File: src/rtl/sast_pkg.sv
// ----------------------------------------------------------------------------
// sast_pkg: shared types for the segment/rectangle slab test
// Holds the record that travels from the classify front to the slab back end.
// ----------------------------------------------------------------------------
package sast_pkg;

  // Per-axis flags for the fractions n/d with d >= 0 (d = 0 on a zero-direction
  // axis); the modules size the fractions from COORD_BITS (16-bit default).
  typedef struct packed {
    logic endpoint_in; // an endpoint lies inside the rectangle
    logic x_zero;      // x direction is zero
    logic y_zero;      // y direction is zero
    logic x_pass;      // zero-direction axis: start inside the slab
    logic y_pass;
  } sast_cls_t;

endpackage

File: src/rtl/sast_front.sv
// ----------------------------------------------------------------------------
// sast_front: classify stage
// Computes endpoint containment, slab fractions per axis, and registers them.
// ----------------------------------------------------------------------------
module sast_front #(
  parameter int COORD_BITS = 16
) (
  input  logic                         clk,
  input  logic                         rst_n,
  input  logic                         in_valid,
  output logic                         in_stall,
  input  logic signed [COORD_BITS-1:0] sx,
  input  logic signed [COORD_BITS-1:0] sy,
  input  logic signed [COORD_BITS-1:0] ex,
  input  logic signed [COORD_BITS-1:0] ey,
  input  logic signed [COORD_BITS-1:0] bx,
  input  logic signed [COORD_BITS-1:0] by,
  input  logic        [COORD_BITS-2:0] bw,
  input  logic        [COORD_BITS-2:0] bh,
  output logic                         f_valid,
  input  logic                         f_stall,
  output sast_pkg::sast_cls_t          f_cls,
  output logic signed [COORD_BITS+1:0] f_xlo_n,
  output logic signed [COORD_BITS+1:0] f_xhi_n,
  output logic        [COORD_BITS:0]   f_xd,
  output logic signed [COORD_BITS+1:0] f_ylo_n,
  output logic signed [COORD_BITS+1:0] f_yhi_n,
  output logic        [COORD_BITS:0]   f_yd
);
  import sast_pkg::*;
  localparam int W = COORD_BITS + 2;

  logic signed [W-1:0] sxw, syw, exw, eyw, x0, y0, x1, y1, dx, dy;
  logic in_s, in_e;
  sast_cls_t cls;
  logic signed [W-1:0] xlo, xhi, ylo, yhi;
  logic [COORD_BITS:0] xd, yd;

  logic f_valid_r;
  sast_cls_t cls_r;
  logic signed [W-1:0] xlo_r, xhi_r, ylo_r, yhi_r;
  logic [COORD_BITS:0] xd_r, yd_r;

  always_comb begin
    sxw = W'(sx); syw = W'(sy); exw = W'(ex); eyw = W'(ey);
    x0 = W'(bx); y0 = W'(by);
    x1 = x0 + W'({1'b0, bw});
    y1 = y0 + W'({1'b0, bh});
    dx = exw - sxw;
    dy = eyw - syw;
    in_s = (x0 <= sxw) && (sxw <= x1) && (y0 <= syw) && (syw <= y1);
    in_e = (x0 <= exw) && (exw <= x1) && (y0 <= eyw) && (eyw <= y1);
    cls.endpoint_in = in_s || in_e;
    cls.x_zero = (dx == '0);
    cls.y_zero = (dy == '0);
    cls.x_pass = (x0 <= sxw) && (sxw <= x1);
    cls.y_pass = (y0 <= syw) && (syw <= y1);
    if (dx[W-1]) begin
      xlo = sxw - x1; xhi = sxw - x0; xd = (COORD_BITS+1)'(-dx);
    end else begin
      xlo = x0 - sxw; xhi = x1 - sxw; xd = (COORD_BITS+1)'(dx);
    end
    if (dy[W-1]) begin
      ylo = syw - y1; yhi = syw - y0; yd = (COORD_BITS+1)'(-dy);
    end else begin
      ylo = y0 - syw; yhi = y1 - syw; yd = (COORD_BITS+1)'(dy);
    end
  end

  // Hold the register while the queue pushes back.
  assign in_stall = f_valid_r && f_stall;

  always_ff @(posedge clk) begin
    if (!rst_n) begin
      f_valid_r <= 1'b0;
    end else if (!in_stall) begin
      f_valid_r <= in_valid;
    end
    if (!in_stall && in_valid) begin
      cls_r <= cls;
      xlo_r <= xlo; xhi_r <= xhi; xd_r <= xd;
      ylo_r <= ylo; yhi_r <= yhi; yd_r <= yd;
    end
  end

  assign f_valid = f_valid_r;
  assign f_cls   = cls_r;
  assign f_xlo_n = xlo_r;
  assign f_xhi_n = xhi_r;
  assign f_xd    = xd_r;
  assign f_ylo_n = ylo_r;
  assign f_yhi_n = yhi_r;
  assign f_yd    = yd_r;
endmodule

File: config.mk
export PLATFORM = sky130hd
export DESIGN_NAME = sast_front
export DESIGN_NICKNAME = d
export VERILOG_FILES = /design/src/rtl/sast_pkg.sv /design/src/rtl/sast_front.sv
export SDC_FILE = /design/constraint.sdc
export NUM_CORES = 1
export LEC_CHECK = 0
export BUFFER_PORTS_ARGS = -buffer_cell sky130_fd_sc_hd__buf_4
export CAP_MARGIN = 10
export CORE_MARGIN = 2
export CORE_UTILIZATION = 50
export DETAILED_ROUTE_END_ITERATION = 6
export GPL_TIMING_DRIVEN = 0
export PLACE_DENSITY = 0.69
export SLEW_MARGIN = 5
export SYNTH_ARGS = -nofsm -noshare
export SYNTH_HDL_FRONTEND = slang
export SYNTH_SLANG_ARGS = --single-unit
File: constraint.sdc
create_clock -name clk -period 11.05 [get_ports clk]
set_input_delay 2.21 -clock clk [delete_from_list [all_inputs] [get_ports clk]]
set_output_delay 2.21 -clock clk [all_outputs]
set_load 0.01 [all_outputs]
==> flow_summary_export.csv <==
group,metric,value,unit
worst_setup_path,worstPathMaxFanout,8,
placement,placed_cells,2433,
synth,number_of_flops_mapped_to_enable_cells_by_yosys,111,
global_route,grt_start_max_net_pins,37,
synth,syn_nets,2201,
worst_setup_path,start_kind,"input port",
timing,final_hold_viol_count,0,
synth,post_synthesis_cell_area,15200,um2
pwr,total_leakage_power,8.43,nW
clocking,ctsLongestPathBuffers,2,
timing,max_freq,142,MHz
synth,synth.lib_cells_used.distinct,80,
synth,syn_area_per_cell,8.48,um2
pwr,powerDensity,131,nW/um2
pwr,overall_power_consumption,2.34,mW
floorplanning,number_of_rows_created_at_floorplan,63,
timing,clock-skew-final,0.00829,ns
synth,synth_flop_cell,"sky130_fd_sc_hd__edfxtp_1",
clocking,clock-root-buffer,"sky130_fd_sc_hd__clkbuf_16",
timing,tightestPinTransition,1.11,ns
timing,fin_setup_tns,0,ns
global_route,antenna_found_initial,0,
synth,seq_area_frac_synth,0.220,
route,drt_iter0_drc,1012,
route,postRouteAntennaNets,0,
route,post-route-drc-count,0,
timing,relSlewSlack,0.257,
worst_setup_path,path_class,"input port to register",
final_layout,finalNonFillerCells,2449,
placement,detailedPlacementHpwl,42800,um
clocking,hold_buf_count_cts,0,
clocking,worstSkewPairLatency,0.37,ns
clocking,cts.sink_count,112,
placement,placement.io_buffers,242,
worst_setup_path,startpoint,"by[1]",
floorplanning,die_area,31900,um2
worst_setup_path,regToRegSetupSlack,9.20,ns
clocking,cts_made_buffers,9,
global_route,grt_use_total,0.315,
worst_setup_path,arr_time_crit_path,7.29,ns
synth,flip_flop_and_latch_count_after_synthesis,112,
floorplanning,ios,243,
hold_path,worstHoldPathType,"register to register",
timing,finalCritPeriodShare,0.638,
final_layout,final_common_cell,"sky130_fd_sc_hd__ha_1",
final_layout,finalNetCount,2457,
pwr,vdd_ir_drop_max,0.0000959,V
final_layout,final_layout_size_suffix_gt1_frac,0.141,
worst_setup_path,rr_worst_depth,4,
synth,ys.warnings.count,0,
worst_setup_path,critPathCapture,"f_cls[4]",
floorplanning,area_of_the_placeable_core,29800,um2
route,num_vias,14100,
clocking,worst_setup_hold_path_clk_slew,0.07,ns
timing,clock_period_minus_final_worst_setup_slack,7.05,ns
final_layout,area_growth_syn_to_layout,17.5,%
floorplanning,die_w,179,um
worst_setup_path,worstPathRequired,11.29,ns
synth,postSynthCellCount,1798,
clocking,cts.htree.levels,3,
worst_setup_path,reg2reg_start,"f_valid",
route,wire_per_inst,20.5,um
route,drt-pass1-iter-count,5,
clocking,cts_tree,"built",
floorplanning,die_y,179,um
flow_run,reported_max_cap_violation_count,0,
global_route,grt_first_pass_wirelength,76200,um
global_route,globalRoute.totalOverflow,0,
route,avgViaCountPerCell,5.76,
clocking,cts_resized,0,
floorplanning,initial_utilization,0.512,
worst_setup_path,worstReg2RegEnd,"f_xd[5]",
final_layout,mostFrequentLayoutCells,"sky130_fd_sc_hd__ha_1 (261), sky130_fd_sc_hd__buf_4 (242), sky130_fd_sc_hd__inv_1 (183)",
final_layout,total_inserted_antenna_cells,0,
clocking,cts_post_setup_buffers_inserted,0,
placement,place_congestion,0.954,
worst_setup_path,timing.critical_path.to_type,"register",
synth,postSynth.asyncResetShare,0,
timing,finalMaxSlewViolations,0,
route,drt_wl_total,50100,um
timing,rsz0062_at_grt,"false",
timing,setup-violations-final,0,
global_route,via_count_of_the_first_global_routing_pass,14300,
run_status,status,"finished, final reports clean",
## cell usage after synthesis, drive strengths merged, types with 6 or more instances
master   number  area share
o41ai         7      0.0040
nand2        86       0.021
nor2b        26       0.011
mux2i        12      0.0079
a211oi       19      0.0097
ha          261        0.21
nand2b       36       0.015
and4          6      0.0034
buf          11      0.0034
fa           12       0.016
a21o         78       0.038
a2111oi       7      0.0073
nor3         36       0.012
nor2        122       0.030
nand4        18      0.0074
o21a         31       0.015
clkbuf       46       0.011
or3          11      0.0045
inv         185       0.046
and3         13      0.0053
or2           8      0.0033
a21oi       159       0.052
and2         11      0.0045
o31ai        13      0.0067
xnor2       117       0.067
o21ai       107       0.035
a211o         7      0.0040
o21bai       29       0.014
nand3        29      0.0095
edfxtp      111        0.22
a221oi        7      0.0040
xor2         65       0.037
a21boi       10      0.0049
a31oi        17      0.0070
nor4         10      0.0045
o211ai       10      0.0049
## logic make-up (layout without fill, tap and decap cells)
logic type,count (synthesis),in the layout,share of synthesized area
mux,13,13,0.00862
buf+inv,242,503,0.0603
simple gates,428,428,0.140
flops,112,112,0.220
compound gates,546,546,0.235
fa+ha+maj,275,275,0.231
xor+xnor,182,182,0.105
## metal layers
layer  up-vias  part of all wire  GRT usage
li1       6973                 -          -
met1      6565              0.40      0.360
met2       461              0.50      0.584
met3       109             0.045     0.0294
met4         0             0.048      0.154
met5         -                 0          0
## power breakdown
part	total (mW)	internal (mW)	leakage [nW]	switching [mW]
clock network	0.340	0.176	0.140	0.164
logic	1.38	0.575	7.21	0.810
registers	0.618	0.591	1.08	0.0268
## through the flow
stage | cell area (um2) | utilization | setup WS, ns | hold slack [ns]
detailed placement | 17600 | 0.591 | 3.75 | 0.688
floorplan | 15200 | - | 3.13 | 0.712
global route | 17900 | 0.601 | 3.83 | 0.737
finish | 17900 | 0.601 | 4.00 | 0.696
global placement | 17500 | 0.589 | 0.964 | 0.590
CTS | 17900 | 0.601 | 4.10 | 0.705
## worst max-delay path: stages
cell and delay [ns]:
sky130_fd_sc_hd__buf_4 0.15, sky130_fd_sc_hd__ha_1 0.30, sky130_fd_sc_hd__a21o_1 0.15, sky130_fd_sc_hd__a21oi_1 0.23, sky130_fd_sc_hd__nand2b_1 0.17, sky130_fd_sc_hd__a21oi_1 0.11
sky130_fd_sc_hd__a41o_1 0.29, sky130_fd_sc_hd__o41ai_1 0.76, sky130_fd_sc_hd__o21bai_1 0.13, sky130_fd_sc_hd__a21o_1 0.24, sky130_fd_sc_hd__xnor2_1 0.14, sky130_fd_sc_hd__ha_1 0.28
sky130_fd_sc_hd__clkbuf_1 0.31, sky130_fd_sc_hd__and2_1 0.25, sky130_fd_sc_hd__and4_1 0.28, sky130_fd_sc_hd__nand2_1 0.17, sky130_fd_sc_hd__or4_1 0.65, sky130_fd_sc_hd__o211ai_1 0.17
sky130_fd_sc_hd__and2_1 0.19, sky130_fd_sc_hd__a21o_1 0.12
## registers in the layout, summed over array words and instances (netlist names)
name and cells:
f_ylo_n 18, f_xd 17, f_xlo_n 18, f_xhi_n 18
f_cls 5, f_yhi_n 18, f_yd 17, f_valid 1
## worst min path at each step
stage / from / endpoint / slack [ns] / depth (start not counted)
after floorplan: f_valid / f_valid / 0.71 / 2
after global placement: f_valid / f_valid / 0.59 / 2
after detailed placement: f_valid / f_valid / 0.69 / 2
after CTS: f_valid / f_valid / 0.71 / 2
after global routing: f_valid / f_valid / 0.74 / 2
final: f_valid / f_valid / 0.70 / 2
## area by class of cell
class	count	area, um2
Fill cell	2706	11900
Multi-Input combinational cell	1444	11000
Sequential cell	112	3350
Timing Repair Buffer	245	1880
Inverter	185	694
Tap cell	390	488
Clock buffer	10	229
Buffer	57	225
Clock inverter	6	58.8
Power figures use the tool's default switching activity.
