<file path="config.mk">
export PLATFORM = sky130hd
export DESIGN_NAME = sast_queue
export DESIGN_NICKNAME = d
export VERILOG_FILES = /design/src/rtl/sast_queue.sv
export SDC_FILE = /design/constraint.sdc
export NUM_CORES = 1
export LEC_CHECK = 0
export BUFFER_PORTS_ARGS = -buffer_cell sky130_fd_sc_hd__buf_2
export CORE_MARGIN = 2
export CORE_UTILIZATION = 53
export CTS_CLUSTER_SIZE = 12
export DETAILED_ROUTE_END_ITERATION = 6
export HOLD_SLACK_MARGIN = 0.08
export PLACE_DENSITY = 0.8
export SYNTH_ARGS = -nofsm -noshare
export SYNTH_HDL_FRONTEND = slang
export SYNTH_SLANG_ARGS = --single-unit
</file>
<file path="constraint.sdc">
create_clock -name clk -period 4.4 [get_ports clk]
set_clock_uncertainty 0.05 [all_clocks]
set_input_delay 0.44 -clock clk [delete_from_list [all_inputs] [get_ports clk]]
set_output_delay 0.44 -clock clk [all_outputs]
set_load 0.005 [all_outputs]
</file>
<file path="src/rtl/sast_queue.sv">
// ----------------------------------------------------------------------------
// sast_queue: two-entry queue between front and back
// Decouples the two sides; a stalled reader blocks the writer only once both entries are full.
// ----------------------------------------------------------------------------
module sast_queue #(
  parameter int DW = 8
) (
  input  logic          clk,
  input  logic          rst_n,
  input  logic          wr_valid,
  output logic          wr_stall,
  input  logic [DW-1:0] wr_data,
  output logic          rd_valid,
  input  logic          rd_stall,
  output logic [DW-1:0] rd_data
);
  logic [DW-1:0] mem_r [2];
  logic wp_r, rp_r;
  logic [1:0] cnt_r, cnt_nxt;
  logic push, pop;

  assign wr_stall = (cnt_r == 2'd2);
  assign rd_valid = (cnt_r != 2'd0);
  assign rd_data  = mem_r[rp_r];
  assign push = wr_valid && !wr_stall;
  assign pop  = rd_valid && !rd_stall;

  always_comb begin
    cnt_nxt = cnt_r + 2'(push) - 2'(pop);
  end

  always_ff @(posedge clk) begin
    if (!rst_n) begin
      wp_r <= 1'b0; rp_r <= 1'b0; cnt_r <= 2'd0;
    end else begin
      if (push) wp_r <= ~wp_r;
      if (pop)  rp_r <= ~rp_r;
      cnt_r <= cnt_nxt;
    end
    if (push) mem_r[wp_r] <= wr_data;
  end

  assert property (@(posedge clk) disable iff (!rst_n) cnt_r <= 2'd2)
    else $error("queue count overflow");
  assert property (@(posedge clk) disable iff (!rst_n)
    (cnt_r == 2'd0) |-> !pop) else $error("pop from empty queue");
  assert property (@(posedge clk) disable iff (!rst_n)
    (push && !pop) |=> (cnt_r == $past(cnt_r) + 2'd1)) else $error("push lost");
endmodule

</file>
==> impl_metrics.py, run 1 <==
metrics = {
    "outcome": {
        "outcome": "finished clean",
    },
    "layout": {
        "multi_input_area_um2": 238,
        "area_growth_pct": 17.8,
        "fin_area_um2": 978,
        "seqCellArea_um2": 581,
        "nets": 90,
        "diodes": 0,
        "layout-drive-gt1-share_pct": 46.7,
        "nFillCells": 104,
    },
    "die": {
        "io_pins": 22,
        "dieWidth_um": 43.6,
        "coreArea_um2": 1490,
        "fp-row-count": 14,
        "fp.dieH_um": 43.6,
        "dieArea_um2": 1900,
        "start_util_pct": 55.8,
    },
    "clock_tree": {
        "clock_path_buffers": 2,
        "cts_root_buf": "clkbuf_4",
        "cts_setup_buffers": 0,
        "tritoncts": "done",
        "htreeDepth": 1,
        "hold_buffers": 0,
        "clkTransAtPathRegs_ps": 110,
        "cts_inserted_buffers": 3,
        "cts.sinks": 21,
        "clk-insertion-delay-late_ps": 290,
        "cts_resized": 0,
    },
    "job": {
        "max_cap_violations": 0,
    },
    "critical_path": {
        "path_class": "reg2out",
        "worstPathRequired_ps": 3910,
        "r2r-start": "cnt_r[1]",
        "cp_max_fo": 8,
        "startpoint_type": "flop",
        "cp-end-kind": "primary output",
        "arrival_ps": 1360,
    },
    "logic_synthesis": {
        "synth_top_area_share_pct": 57.8,
        "yosys_warnings": 0,
        "synth-main-ff-cell": "edfxtp_1",
        "synthDistinctLibCells": 17,
        "synthTopCellsByCount": "edfxtp_1, mux2_2, dfxtp_1",
        "mappedNetlistArea_um2": 831,
        "avgSynthCellArea_um2": 16.3,
        "synthCells": 51,
        "synth-async-reset-ratio_pct": 0,
        "synth_most_common_cell": "edfxtp_1",
        "synth_fp_nets": 65,
        "ys_seq_elements": 21,
        "synth_edf_count": 16,
        "synth_seq_area_share_pct": 69.9,
        "post-synth-top-area-cell": "edfxtp_1",
        "synth_area_leaders": "edfxtp_1, dfxtp_1, mux2_2, mux2i_1, ha_1",
    },
    "timing": {
        "period_minus_slack_ps": 1850,
        "rsz0062_at_grt": "no",
        "setup_viol": 0,
        "setup-tns-final_ps": 0,
        "post-route-period-util_pct": 42.1,
        "tightest_slew_ps": 676,
        "maxSlewViolCount": 0,
        "max_freq_ghz": 0.539,
        "whs_ps": 279,
        "hold_violations": 0,
        "max-slew-margin-rel_pct": 54.7,
    },
    "power": {
        "combinationalPowerShare_pct": 28.8,
        "power_density_nw_per_um2": 520,
        "total_power_uw": 509,
        "netSwitchingFraction_pct": 27.1,
        "intPower_uw": 371,
        "p_clk_share_pct": 17.6,
        "p_leak_nw": 0.413,
        "p_switching_uw": 138,
        "peakVddDrop_mv": 0.267,
        "seqPwrFrac_pct": 53.6,
    },
    "routing": {
        "drtPass1Iterations": 3,
        "wl_per_cell_um": 13.4,
        "drt_iter0_drc": 6,
        "wl_mm": 1.22,
        "vias": 451,
        "post_drt_via_cell_ratio": 4.96,
        "drcViolationCount": 0,
        "ant_nets": 0,
    },
    "global_route": {
        "grt_remaining_overflow": 0,
        "grt-busiest-layer": "met2",
        "grt_use_total_pct": 14.3,
        "antenna_found_initial": 0,
        "grt_util_met3_pct": 2.50,
        "grt_pass1_wl_mm": 1.92,
        "use_met1_pct": 15.0,
        "grt_start_max_net_pins": 13,
        "met2_usage_pct": 28.5,
        "grt_pass1_vias": 461,
    },
    "place": {
        "globalplace.congestion": 0.792,
        "placed_cell_area_um2": 951,
        "dp_hpwl_um": 944,
        "port_buffers": 21,
    },
    "worst_hold_path": {
        "hp-start": "wr_data[3]",
        "hp-class": "in2reg",
    },
}
## path summary, 6_finish.rpt
kind         slack, ps  depth (start not counted)          end
max               2550                          2   rd_data[2]
min                280                          1  mem_r[1][3]
max reg2reg       2600                          8     cnt_r[1]
min reg2reg        430                          2         flop
## through the flow
step           std cells  util [%]  setup WS (ps)
3_3_place_gp          87      63.9           2710
6_report              91      65.7           2550
2_1_floorplan         51         -           2740
5_1_grt               91      65.7           2490
3_5_place_dp          87      63.9           2610
4_1_cts               91      65.7           2510
## power groups by stage
stage | Sequential, mW | Clock [mW] | Combinational, mW
5_1_grt | 0.278 | 0.0979 | 0.164
3_5_place_dp | 0.279 | 0 | 0.149
3_3_place_gp | 0.275 | 0 | 0.143
4_1_cts | 0.274 | 0.0921 | 0.150
6_report | 0.273 | 0.0895 | 0.147
2_1_floorplan | 0.266 | 0 | 0.109
## critical path, cell delays in order (launching register included)
cell and delay [ps]:
dfxtp_1 560, mux2_2 380, buf_2 130
## registers in the layout, summed over array words and instances (netlist names), named ones only
| register | cells |
|---|---|
| mem_r | 16 |
| rp_r | 1 |
| wp_r | 1 |
| cnt_r | 2 |
## layer usage
layer / up-vias / routed length, um
met3: 0 / 43
met1: 213 / 494
met2: 11 / 683
li1: 227 / -
met4: 0 / 0
met5: - / 0
## final cells by class
class                           count  share of cell area, %
Clock buffer                        3                   2.30
Clock inverter                      1                  0.512
Inverter                            2                  0.767
Multi-Input combinational cell     27                   24.3
Sequential cell                    21                   59.3
Tap cell                           16                   2.05
Timing Repair Buffer               21                   10.7
## cell families (layout without fill, tap and decap cells)
logic type | Yosys count | after routing | synth area share [%]
flip-flops | 21 | 21 | 69.9
AND/OR/NAND/NOR | 12 | 12 | 9.04
XOR/XNOR | 2 | 2 | 2.11
adder cells (fa/ha/maj) | 2 | 2 | 3.01
buffers and inverters | 3 | 27 | 1.51
multiplexers | 11 | 11 | 14.5
## cells in the final DEF (no fill, tap or decap)
| master | instances |
|---|---|
| dfxtp_1 | 5 |
| xor2_1 | 1 |
| xnor2_1 | 1 |
| nand2_1 | 3 |
| nor2b_1 | 1 |
| clkbuf_4 | 3 |
| mux2_2 | 8 |
| edfxtp_1 | 16 |
| clkinv_2 | 1 |
| mux2i_1 | 3 |
| nor2b_4 | 1 |
| buf_2 | 21 |
| ha_1 | 2 |
| and3_1 | 1 |
| nor2_1 | 1 |
| inv_1 | 2 |
| and2_1 | 1 |
| or2_4 | 1 |
| nand2b_1 | 3 |
No activity file was read; power rests on OpenSTA's default activity.
==> run 2, diff against run 1 <==
CORE_UTILIZATION = 44   (was 53)
PLACE_DENSITY = 0.71   (was 0.8)
clock period = 1.7 ns   (was 4.4 ns; I/O delays follow)
==> run 2 against run 1 <==
Flip-flop and latch count is the same. Cell count is 23% higher. Sequential share of layout area decreased by 7.8 points. Setup slack worse by 2500 ps. Final area is 16% higher. Non-clock buffer count up 12. Via count grew 11%. Worst hold slack got worse by 160 ps.
==> impl_metrics.py, run 2 (synthesized netlist as in run 1, its figures left out) <==
metrics = {
    "layout": {
        "layout-drive-gt1-share_pct": 51.7,
        "area_growth_pct": 36.1,
        "regMostFlops": "mem_r",
        "nets": 102,
        "diodes": 0,
        "fin_area_um2": 1130,
        "seqCellArea_um2": 583,
        "layout_common_cells": "buf_2, edfxtp_1, mux2_2, dlygate4sd3_1, buf_4",
        "layout_commonest_cell": "buf_2",
        "multi_input_area_um2": 268,
        "reg_top3": "mem_r (16), cnt_r (2)",
        "nFillCells": 142,
        "largest_reg_flops": 16,
    },
    "critical_path": {
        "startpoint_type": "flop",
        "path_cells": "or2_4 -> nor2b_4 -> ha_4 -> inv_2 -> ha_2 -> xor2_2 -> xnor2_1 -> nor2b_1",
        "r2r-end": "cnt_r[1]",
        "critPathSlowestCell": "dfxtp_2",
        "cp_max_fo": 3,
        "max_stage_delay_ps": 350,
        "cp-end-kind": "flop",
        "r2r_slack_ps": 50,
        "arrival_ps": 1780,
        "path_class": "reg2reg",
        "worstPathRequired_ps": 1830,
        "r2r-start": "cnt_r[0]",
        "r2r_cells": 8,
    },
    "routing": {
        "drt_iter0_drc": 1,
        "wl_mm": 1.34,
        "post_drt_via_cell_ratio": 4.46,
        "drtPass1Iterations": 3,
        "ant_nets": 0,
        "vias": 500,
        "drcViolationCount": 0,
        "wl_per_cell_um": 12.0,
    },
    "worst_hold_path": {
        "hp-start": "rst_n",
        "hp-class": "in2reg",
        "min_path_cells": 2,
        "min_to": "cnt_r[0]",
    },
    "timing": {
        "rsz0062_at_grt": "yes",
        "hold_violations": 0,
        "maxSlewViolCount": 0,
        "post-route-period-util_pct": 96.8,
        "max-slew-margin-rel_pct": 74.6,
        "max_freq_ghz": 0.607,
        "period_minus_slack_ps": 1650,
        "layout_setup_ws_ps": 53.6,
        "tightest_slew_ps": 381,
        "setup_viol": 0,
    },
    "power": {
        "seqPwrFrac_pct": 50.0,
        "power_density_nw_per_um2": 1250,
        "p_switching_uw": 375,
        "combinationalPowerShare_pct": 34.4,
        "p_leak_nw": 0.464,
        "p_clk_share_pct": 15.6,
        "intPower_mw": 1.04,
        "peakVddDrop_mv": 0.694,
        "netSwitchingFraction_pct": 26.4,
    },
    "clock_tree": {
        "cts_setup_buffers": 0,
        "clk-insertion-delay-late_ps": 280,
        "clock_path_buffers": 2,
        "cts_root_buf": "clkbuf_4",
        "cts_inserted_buffers": 3,
        "tritoncts": "done",
        "clkTransAtPathRegs_ps": 100,
        "cts.sinks": 21,
        "htreeDepth": 1,
    },
    "place": {
        "dp_hpwl_um": 974,
        "globalplace.congestion": 0.685,
        "placed_cell_area_um2": 992,
        "port_buffers": 21,
        "pre_cts_ws_ps": 14.5,
    },
    "die": {
        "fp.dieH_um": 47.5,
        "dieWidth_um": 47.5,
        "dieArea_um2": 2250,
        "fp-row-count": 15,
        "coreArea_um2": 1750,
        "start_util_pct": 47.6,
        "io_pins": 22,
    },
    "global_route": {
        "grt_use_total_pct": 13.1,
        "grt_pass1_wl_mm": 1.99,
        "grt_remaining_overflow": 0,
        "antenna_found_initial": 0,
        "grt_start_max_net_pins": 12,
        "grt_pass1_vias": 483,
    },
    "job": {
        "max_cap_violations": 0,
    },
    "outcome": {
        "outcome": "finished clean",
    },
}
[run 2: cell count changes in the layout (fill, tap and decap cells not counted), sizes merged]
cell / before / now
buf: 21 / 25
clkbuf: 3 / 4
dlygate4sd3: 0 / 8
clkinv: 1 / 0
[run 2: worst max-delay path by stage]
stage / start / endpoint / slack (ps) / cells past startpoint
after floorplan: cnt_r[1] / cnt_r[1] / 40 / 8
after global placement: cnt_r[1] / cnt_r[1] / 50 / 8
after detailed placement: cnt_r[1] / cnt_r[1] / 10 / 8
after CTS: cnt_r[1] / cnt_r[1] / 8 / 8
after global routing: cnt_r[0] / cnt_r[1] / -30 / 8
final: cnt_r[0] / cnt_r[1] / 50 / 8
[run 2: layout make-up]
| type | count | area share, % |
|---|---|---|
| Clock buffer | 4 | 2.32 |
| Tap cell | 25 | 2.77 |
| Sequential cell | 21 | 51.5 |
| Inverter | 2 | 0.664 |
| Multi-Input combinational cell | 27 | 23.7 |
| Timing Repair Buffer | 33 | 19.0 |
[run 2: power groups by stage]
stage | Clock, mW | Sequential [mW] | Combinational (mW)
after global routing | 0.244 | 0.720 | 0.542
final | 0.221 | 0.709 | 0.487
after CTS | 0.229 | 0.708 | 0.444
after global placement | 0 | 0.711 | 0.412
after floorplan | 0 | 0.687 | 0.283
after detailed placement | 0 | 0.717 | 0.426
[run 2: repair_timing]
item,in CTS,in global routing
cloned,0,0
resized for setup,2,5
endpoints found under the setup margin,1,1
pin swaps,3,4
endpoints found under the hold margin,16,0
hold buffers,8,0
[run 2: stage by stage]
| step | hold WS, ps | power, mW | std cells | utilization [%] | TNS [ps] |
|---|---|---|---|---|---|
| 4_1_cts | 125 | 1.38 | 112 | 63.2 | 0 |
| 3_3_place_gp | 309 | 1.12 | 100 | 56.8 | 0 |
| 3_5_place_dp | 312 | 1.14 | 100 | 56.8 | 0 |
| 5_1_grt | 118 | 1.50 | 112 | 64.8 | -28.9 |
| 6_report | 123 | 1.42 | 112 | 64.8 | 0 |
| 2_1_floorplan | 219 | 0.971 | 51 | - | 0 |
[run 2: worst max-delay path: cells and delay by family (launching register included)]
| family | cells | cell delay, ps |
|---|---|---|
| buffers and inverters | 1 | 30 |
| and+or+nand+nor | 3 | 450 |
| DFF | 1 | 350 |
| adders and majority gates | 2 | 410 |
| xor gates and xnor gates | 2 | 270 |
[run 2: metal layers]
layer  global-route usage, %  vias up  part of all wire (%)
met4                    3.33        0                  0.90
met3                    3.40        2                   4.5
li1                        -      252                     -
met5                       0        -                     0
met2                    24.1       14                    53
met1                    15.2      232                    42
==> run 3, diff against run 2 <==
ABC_AREA = 1   (was default)
CORE_UTILIZATION = 45   (was 44)
PLACE_DENSITY = 0.72   (was 0.71)
==> run 3 against run 2 <==
Worst hold slack lost 16 ps. Largest power group unchanged. Non-clock buffer count shrank 2. Synthesized area grew 3.3%. Synthesized cell count grew 22%. Maximum frequency grew 1.3%. Sequential power grew 3%. Critical path type is now reg2out. Combinational power shrank 9.7%. Global-route usage shrank 0.92 points. Setup slack gained 21 ps. Flip-flop and latch count is the same. Wire length shrank 7.4%.
==> impl_metrics.py, run 3 <==
metrics = {
    "critical_path": {
        "path_class": "reg2out",
        "cp-end-kind": "primary output",
        "arrival_ps": 1400,
        "startpoint_type": "flop",
        "worstPathRequired_ps": 1480,
        "cp_max_fo": 8,
    },
    "layout": {
        "multi_input_area_um2": 236,
        "regMostFlops": "mem_r",
        "area_growth_pct": 29.0,
        "nets": 111,
        "nFillCells": 161,
        "layout_common_cells": "buf_2, edfxtp_1, nand2_1, dlygate4sd3_1",
        "diodes": 0,
        "fin_area_um2": 1110,
        "reg_top3": "mem_r (16), cnt_r (2)",
        "layout_commonest_cell": "buf_2",
        "seqCellArea_um2": 581,
        "fin_cells": 121,
        "largest_reg_flops": 16,
        "layout-drive-gt1-share_pct": 35.4,
    },
    "global_route": {
        "grt_use_total_pct": 12.2,
        "grt_remaining_overflow": 0,
        "grt_pass1_vias": 467,
        "grt_start_max_net_pins": 12,
        "grt_pass1_wl_mm": 1.86,
        "antenna_found_initial": 0,
    },
    "timing": {
        "period_minus_slack_ps": 1620,
        "setup_viol": 0,
        "max-slew-margin-rel_pct": 65.9,
        "hold_violations": 0,
        "max_freq_ghz": 0.615,
        "rsz0062_at_grt": "no",
        "tightest_slew_ps": 511,
        "setup-tns-final_ps": 0,
        "layout_setup_ws_ps": 75.1,
        "maxSlewViolCount": 0,
        "post-route-period-util_pct": 95.6,
    },
    "place": {
        "port_buffers": 21,
        "placed_cell_area_um2": 991,
        "pre_cts_ws_ps": 142,
        "dp_hpwl_um": 867,
        "globalplace.congestion": 0.682,
        "dp_cells": 108,
    },
    "worst_hold_path": {
        "hp-class": "in2reg",
    },
    "logic_synthesis": {
        "synth_fp_nets": 76,
        "mappedNetlistArea_um2": 858,
        "synth_most_common_cell": "edfxtp_1",
        "synthTopCellsByCount": "edfxtp_1, nand2_1, inv_1, mux2_4, nor2_1",
        "synth_seq_area_share_pct": 67.6,
        "avgSynthCellArea_um2": 13.8,
        "synth_edf_count": 16,
        "post-synth-top-area-cell": "edfxtp_1",
        "synthDistinctLibCells": 11,
        "synth_area_leaders": "edfxtp_1, mux2_4, dfxtp_1, nand2_1, inv_1",
        "synth_top_area_share_pct": 56.0,
        "yosys_warnings": 0,
        "synth-async-reset-ratio_pct": 0,
        "synthCells": 62,
        "ys_seq_elements": 21,
        "synth-main-ff-cell": "edfxtp_1",
    },
    "die": {
        "fp.dieH_um": 47.7,
        "start_util_pct": 48.7,
        "dieWidth_um": 47.7,
        "coreArea_um2": 1760,
        "fp-row-count": 15,
        "io_pins": 22,
        "dieArea_um2": 2270,
    },
    "routing": {
        "post_drt_via_cell_ratio": 4.39,
        "drt_iter0_drc": 3,
        "drcViolationCount": 0,
        "ant_nets": 0,
        "wl_per_cell_um": 10.2,
        "drtPass1Iterations": 2,
        "vias": 531,
        "wl_mm": 1.24,
    },
    "power": {
        "peakVddDrop_mv": 0.788,
        "power_density_nw_per_um2": 1250,
        "p_leak_nw": 0.499,
    },
    "clock_tree": {
        "clkTransAtPathRegs_ps": 100,
        "cts.sinks": 21,
        "htreeDepth": 1,
        "clock_path_buffers": 2,
        "tritoncts": "done",
        "cts_inserted_buffers": 3,
        "clk-insertion-delay-late_ps": 290,
        "cts_resized": 0,
        "cts_root_buf": "clkbuf_4",
    },
    "outcome": {
        "outcome": "finished clean",
    },
    "job": {
        "max_cap_violations": 0,
    },
}
run 3: cell types whose count changed after synthesis, moves of 2 or more:
cell / change
mux2i_1: -3
inv_1: +6
mux2_4: +8
mux2_2: -8
a21oi_1: +2
nand2b_1: -3
nand2_1: +6
nand3_1: +3
nor2_1: +6
run 3: cells by family (layout without fill, tap and decap cells):
family | count (synthesis) | count (layout) | share of synthesized area, %
compound gates | 2 | 2 | 1.17
fa+ha+maj | 2 | 2 | 2.91
buf+inv | 9 | 43 | 4.81
flops | 21 | 21 | 67.6
mux | 8 | 8 | 14.0
simple gates | 20 | 20 | 9.48
run 3: final cells by class:
cell class / count / area share [%]
inverter: 8 / 2.71
tap: 25 / 2.82
timing repair buffer: 31 / 18.3
multi-input combinational: 32 / 21.4
clock buffer: 4 / 2.37
sequential: 21 / 52.4
run 3: report_power, final:
part           switching [mW]  internal, mW  total, mW
Sequential             0.0694         0.658      0.727
Combinational           0.198         0.242      0.440
Clock                   0.130        0.0911      0.221
run 3: through the flow:
step           hold slack, ps  power, mW  util (%)
4_1_cts                   112       1.40      62.8
5_1_grt                   138       1.49      62.8
2_1_floorplan             213       1.03         -
6_report                  106       1.39      62.8
3_5_place_dp              313       1.17      56.2
3_3_place_gp              308       1.16      56.2
run 3: timing repair:
action                    4_1_cts  5_1_grt
hold endpoints to repair       17        0
hold buffers                    9        0
buffers inserted                0        0
run 3: worst paths after layout:
kind	startpoint	end	slack, ps	cells after the start
worst max register to register	cnt_r[0]	cnt_r[1]	130	10
worst max-delay path	flop	rd_data[3]	80	2
worst min register to register	rp_r	flop	460	2
worst min-delay path	wr_valid	wp_r	110	3
run 3: worst max-delay path, stage by stage (launching register included):
cell and delay, ps:
dfxtp_1 650, mux2_4 340, buf_2 120
run 3: per-layer routing:
layer | share of wire (%) | global-route usage, % | up-vias | routed length (um)
met5 | 0 | 0 | - | 0
met1 | 46 | 14.5 | 234 | 574
met4 | 0.89 | 6.49 | 0 | 11
met2 | 47 | 20.3 | 18 | 585
met3 | 5.5 | 3.40 | 2 | 68
li1 | - | - | 277 | -
